<file path="src/hdl/atms_pkg.sv">
// ----------------------------------------------------------------------------
// atms_pkg: shared types and helpers for the triangle midpoint splitter
// Vertex, item and result formats, queue entry, and the edge and midpoint
// arithmetic used by the front and back parts.
// ----------------------------------------------------------------------------
package atms_pkg;

  localparam int COORD_BITS  = 24;              // signed Q.8 coordinate width
  localparam int THRESH_BITS = 48;
  localparam int DIFF_W      = COORD_BITS + 1;  // exact coordinate difference
  localparam int MAG_W       = 25;              // clamped magnitude, up to 2^24
  localparam int SQ_W        = 2 * MAG_W;
  localparam int SUM_W       = SQ_W + 2;        // sum of three squares
  localparam longint unsigned DiffClamp = 64'd16777216;
  localparam logic [THRESH_BITS-1:0] ThreshReset = THRESH_BITS'(256);

  typedef logic signed [COORD_BITS-1:0] coord_t;

  typedef struct packed {
    coord_t x;
    coord_t y;
    coord_t z;
  } vtx_t;

  typedef struct packed {
    coord_t ax;
    coord_t ay;
    coord_t az;
    coord_t bx;
    coord_t by_coord;
    coord_t bz;
    coord_t cx;
    coord_t cy;
    coord_t cz;
  } in_item_t;

  typedef struct packed {
    coord_t out_ax;
    coord_t out_ay;
    coord_t out_az;
    coord_t out_bx;
    coord_t out_by;
    coord_t out_bz;
    coord_t out_cx;
    coord_t out_cy;
    coord_t out_cz;
    logic   is_split;
    logic   last_of_run;
  } result_t;

  // Classified triangle handed from front to back
  typedef struct packed {
    vtx_t a;
    vtx_t b;
    vtx_t c;
    logic split;
  } entry_t;

  // Queue status seen by the top level and the back part
  typedef struct packed {
    logic empty;
    logic full;
  } q_stat_t;

  function automatic coord_t vtx_axis(vtx_t v, logic [1:0] i);
    coord_t r;
    case (i)
      2'd0:    r = v.x;
      2'd1:    r = v.y;
      default: r = v.z;
    endcase
    return r;
  endfunction

  // |p - q|, clamped to 2^24
  function automatic logic [MAG_W-1:0] abs_clamp(coord_t p, coord_t q);
    logic signed [DIFF_W-1:0] d;
    logic [DIFF_W-1:0]        m;
    logic [63:0]              m64;
    d   = {p[COORD_BITS-1], p} - {q[COORD_BITS-1], q};
    m   = d[DIFF_W-1] ? DIFF_W'(-d) : DIFF_W'(d);
    m64 = 64'(m);
    if (m64 > DiffClamp) begin
      m64 = DiffClamp;
    end
    return m64[MAG_W-1:0];
  endfunction

  // (p + q) >>> 1, rounds toward minus infinity
  function automatic coord_t half_sum(coord_t p, coord_t q);
    logic [DIFF_W-1:0] s;
    s = {p[COORD_BITS-1], p} + {q[COORD_BITS-1], q};
    return s[DIFF_W-1:1];
  endfunction

  function automatic vtx_t midpoint(vtx_t p, vtx_t q);
    vtx_t m;
    m.x = half_sum(p.x, q.x);
    m.y = half_sum(p.y, q.y);
    m.z = half_sum(p.z, q.z);
    return m;
  endfunction

endpackage

</file>
<file path="src/hdl/atms_queue.sv">
// ----------------------------------------------------------------------------
// atms_queue: entry queue between classifier and expander
// Slots are reserved when an item is accepted, so the classifier pipeline
// never has to stall; full reports that every slot is spoken for.
// ----------------------------------------------------------------------------
module atms_queue import atms_pkg::*; #(
  parameter int QDEPTH = 8
) (
  input  logic    clk_i,
  input  logic    rst_ni,
  input  logic    rsv_i,
  input  logic    wr_i,
  input  entry_t  wr_data_i,
  input  logic    rd_i,
  output entry_t  head_o,
  output q_stat_t stat_o
);

  localparam int PtrW = (QDEPTH > 1) ? $clog2(QDEPTH) : 1;
  localparam int CntW = $clog2(QDEPTH + 1);

  entry_t            mem_q [QDEPTH];
  logic [PtrW-1:0]   wr_ptr_q, rd_ptr_q;
  logic [CntW-1:0]   fill_q, rsv_cnt_q;

  function automatic logic [PtrW-1:0] next_ptr(logic [PtrW-1:0] p);
    return (p == PtrW'(QDEPTH - 1)) ? '0 : p + PtrW'(1);
  endfunction

  always_ff @(posedge clk_i or negedge rst_ni) begin
    if (!rst_ni) begin
      wr_ptr_q  <= '0;
      rd_ptr_q  <= '0;
      fill_q    <= '0;
      rsv_cnt_q <= '0;
    end else begin
      if (wr_i) begin
        wr_ptr_q <= next_ptr(wr_ptr_q);
      end
      if (rd_i) begin
        rd_ptr_q <= next_ptr(rd_ptr_q);
      end
      fill_q    <= fill_q + CntW'(wr_i) - CntW'(rd_i);
      rsv_cnt_q <= rsv_cnt_q + CntW'(rsv_i) - CntW'(rd_i);
    end
  end

  always_ff @(posedge clk_i) begin
    if (wr_i) begin
      mem_q[wr_ptr_q] <= wr_data_i;
    end
  end

  assign head_o       = mem_q[rd_ptr_q];
  assign stat_o.empty = (fill_q == '0);
  assign stat_o.full  = (rsv_cnt_q == CntW'(QDEPTH));

endmodule

</file>
<file path="config.mk">
export PLATFORM = sky130hd
export DESIGN_NAME = atms_queue
export DESIGN_NICKNAME = d
export VERILOG_FILES = /design/src/hdl/atms_pkg.sv /design/src/hdl/atms_queue.sv
export SDC_FILE = /design/constraint.sdc
export NUM_CORES = 2
export LEC_CHECK = 0
export BUFFER_PORTS_ARGS = -buffer_cell sky130_fd_sc_hd__buf_2
export CAP_MARGIN = 20
export CORE_UTILIZATION = 50
export DETAILED_ROUTE_END_ITERATION = 10
export PLACE_DENSITY = 0.68
export SETUP_SLACK_MARGIN = 0.4
export SYNTH_ARGS = -nofsm -noshare
export SYNTH_HDL_FRONTEND = slang
export SYNTH_SLANG_ARGS = --single-unit
</file>
<file path="constraint.sdc">
create_clock -name clk_i -period 19.4 [get_ports clk_i]
set_input_delay 3.88 -clock clk_i [delete_from_list [all_inputs] [get_ports clk_i]]
set_output_delay 3.88 -clock clk_i [all_outputs]
set_load 0.01 [all_outputs]
</file>
==> summary.md <==
| Metric | Value |
|---|---|
| Area growth syn-to-layout | 14.8% |
| Share of post-route cells with drive strength above 1 | 0.314 |
| Hold Path Class | flop to flop |
| Vias in the first global route | 31602 |
| CP required | about 16 ns |
| Largest cells by area after synthesis | edfxtp_1 (79%), mux4_2 (15%), nand2_1 (3.7%) |
| GPL Wtd Cong | 0.726 |
| Die extent in x | 365 µm |
| Worst-Skew Late Latency | 0.79 ns |
| Ys async rst share | 0.00800 |
| Pins over their slew limit | 0 |
| Setup TNS | 0 ns |
| Seq/Total Area, Yosys | 0.796 |
| Seq. cell area | 52500 µm² |
| PortBufs | 440 |
| Pwr dens | 153 nW/µm² |
| Ports | roughly 440 |
| DRC | 0 |
| Fin crit period | 8.35 ns |
| TritonRoute pass-1 iters | 8 |
| Max-Cap Viols | 0 |
| DIE HEIGHT | 365 µm |
| H-tree depth | 4 |
| Worst rel slew slack | 0.252 |
| Endpoints failing hold | 0 |
| EDFF count, synth | 1736 |
| Fin Clk Skew | 0.0307 ns |
| Crit path kind | flop to output pin |
| Unrepaired setup endpoints after global routing | no |
| Placed insts | ~5000 |
| Mapped Nets | 3280 |
| Clock buffer count from CTS | 174 |
| Commonest non-fill, non-tap cells in the layout | edfxtp_1 (1736), nand2_1 (653), buf_2 (440) |
| Routed vias/inst | 5.64 |
| Main synth FF type | edfxtp_1 |
| Initial Utilization | 0.507 |
| Fmax | between 100 and 150 MHz |
| CTS root buf | clkbuf_16 |
| LEAKAGE | 25.6 nW |
| CTS Hold Buffers Added | 0 |
| # fillers | approximately 9600 |
| Critical Path Fanout Max | 104 |
| CTS Buffer Depth | 3 |
| Gr usage total | 0.208 |
| Post-synth top area cell | edfxtp_1 |
| Synth top area share | 0.791 |
| Nets | 3800 |
| CTS tree | built |
| Measured slew at the worst slew-check pin | 1.12 ns |
| DPL Wire Length | a little over 70000 µm |
| First-pass GRT wire length | 203000 µm |
| CTS Sinks | 1750 |
| Commonest non-fill, non-tap cell in the layout | edfxtp_1 |
| Final ANT Viol Nets | 0 |
| Gr ovfl total | 0 |
| Post-Syn Instances | 3042 |
| Die area | 133000 µm² |
| Worst vdd ir | 119 µV |
| # setup viols final | 0 |
| Status | finished clean |
| DR vias | 30777 |
| Post-CTS Resized | 0 |
| Initial antenna violation count | 42 |
| Total Power | 11.6 mW |
| CP arrival | 4.47 ns |
| Synth warn | 0 |
| Clock slew at reported path FFs | 0.06 ns |
| WL/cell | 25.2 µm |
| Final instance count without filler cells | 5455 |
| Synthesized flop and latch total | 1750 |
| Post-Syn Area | 65900 µm² |
| CORE AREA | 130000 µm² |
| Largest net degree at the start of global routing | 152 |
| Avg Synthesized Cell Area | between 20 and 25 µm² |
| Initial drt markers | 2755 |
| Post-CTS Setup Repair Bufs | 0 |
| Type of origin of the critical path | flop |
| Count of cell types in the netlist | 23 |
| Fin Hold WS | 0.555 ns |
| Critical path endpoint category | output pin |
| Site Rows | 132 |
| Final wirelength | ~140000 µm |
| Final Cycle Share | 0.431 |
| Area taken by multi-input logic gates | around 13000 µm² |
==> critical path, stage by stage, from the launching register on <==
cell     delay [ns]
dfrtp_4        0.97
buf_4          0.86
buf_12         0.68
mux4_2         0.61
nand2_1        0.08
nand2_1        0.08
buf_2          0.14
==> cell type report <==
cell class	instances	share of cell area
antenna	23	0.000761
clock buffer	227	0.0607
clock inverter	77	0.0113
inverter	14	0.000794
multi-input combinational	1133	0.168
sequential	1750	0.694
tap	1742	0.0288
timing repair buffer	489	0.0357
==> path summary, 6_finish.rpt <==
| check | cells after the start | endpoint | start | slack (ns) |
|---|---|---|---|---|
| setup reg to reg | 4 | mem_q[1][155]$_DFFE_PP_ | wr_ptr_q[2]$_DFFE_PN0P_ | 15.77 |
| hold / removal | 2 | rsv_cnt_q[3]$_DFF_PN0_ | rsv_cnt_q[3]$_DFF_PN0_ | 0.56 |
| hold reg to reg | 2 | rsv_cnt_q[3]$_DFF_PN0_ | rsv_cnt_q[3]$_DFF_PN0_ | 0.56 |
| max in group asynchronous | 1 | rd_ptr_q[2]$_DFFE_PN0P_ | rst_ni | 16.14 |
| min in group asynchronous | 1 | rsv_cnt_q[2]$_DFF_PN0_ | rst_ni | 2.98 |
| setup / recovery | 6 | head_o[80] | rd_ptr_q[0]$_DFFE_PN0P_ | 11.05 |
==> per-stage QoR <==
| stage | worst slack, ns | area [µm²] | utilization |
|---|---|---|---|
| 6_report | 11.05 | 75700 | 0.581 |
| 5_1_grt | 10.59 | 75600 | 0.581 |
| 4_1_cts | 10.76 | 75600 | 0.581 |
| 3_5_place_dp | 11.66 | 70100 | 0.539 |
| 3_3_place_gp | 11.62 | 70100 | 0.539 |
| 2_1_floorplan | 5.59 | 65900 | - |
==> metal layers <==
metal / GRT usage / routed length [µm] / up-vias
li1: - / - / 13342
met1: 0.293 / 57900 / 16212
met2: 0.323 / 65500 / 934
met3: 0.0557 / 10800 / 241
met4: 0.0596 / 2910 / 48
met5: 0 / 318 / -
==> logic make-up (layout without fill, tap and decap cells) <==
group / after synthesis / in the layout / synth area share
AO/OA/AOI/OAI: 5 / 5 / 0.000455
XOR/XNOR: 4 / 4 / 0.000532
adder cells (fa/ha/maj): 16 / 16 / 0.00326
buffers and inverters: 159 / 807 / 0.0121
flip-flops: 1750 / 1750 / 0.796
multiplexers: 439 / 439 / 0.149
other: 0 / 23 / 0
AND/OR/NAND/NOR: 669 / 669 / 0.0384
==> flip-flops by register name, summed over array words and instances (netlist names) <==
signal,count
rd_ptr_q,3
mem_q,1736
fill_q,4
wr_ptr_q,3
rsv_cnt_q,4
==> report_power, final <==
group          internal, mW  total, mW  switching [mW]  leakage, nW
sequential             4.75       4.92           0.169         15.9
combinational          1.42       3.41            1.99         7.00
clock                  1.87       3.23            1.36         2.64
total                  8.04       11.6            3.52         25.6
==> cell usage after synthesis, types with 2 or more instances <==
cell,instances
inv_1,14
buf_6,6
a21oi_1,2
mux4_2,434
mux2_2,5
dfrtp_1,14
buf_2,36
fa_1,2
xor2_1,2
nand2b_1,3
a21o_1,2
nand2_1,653
nor3_1,2
clkbuf_1,57
buf_1,16
ha_1,14
xnor2_1,2
buf_4,30
edfxtp_1,1736
and3_1,2
nor2_1,8
Power figures use the tool's default switching activity.
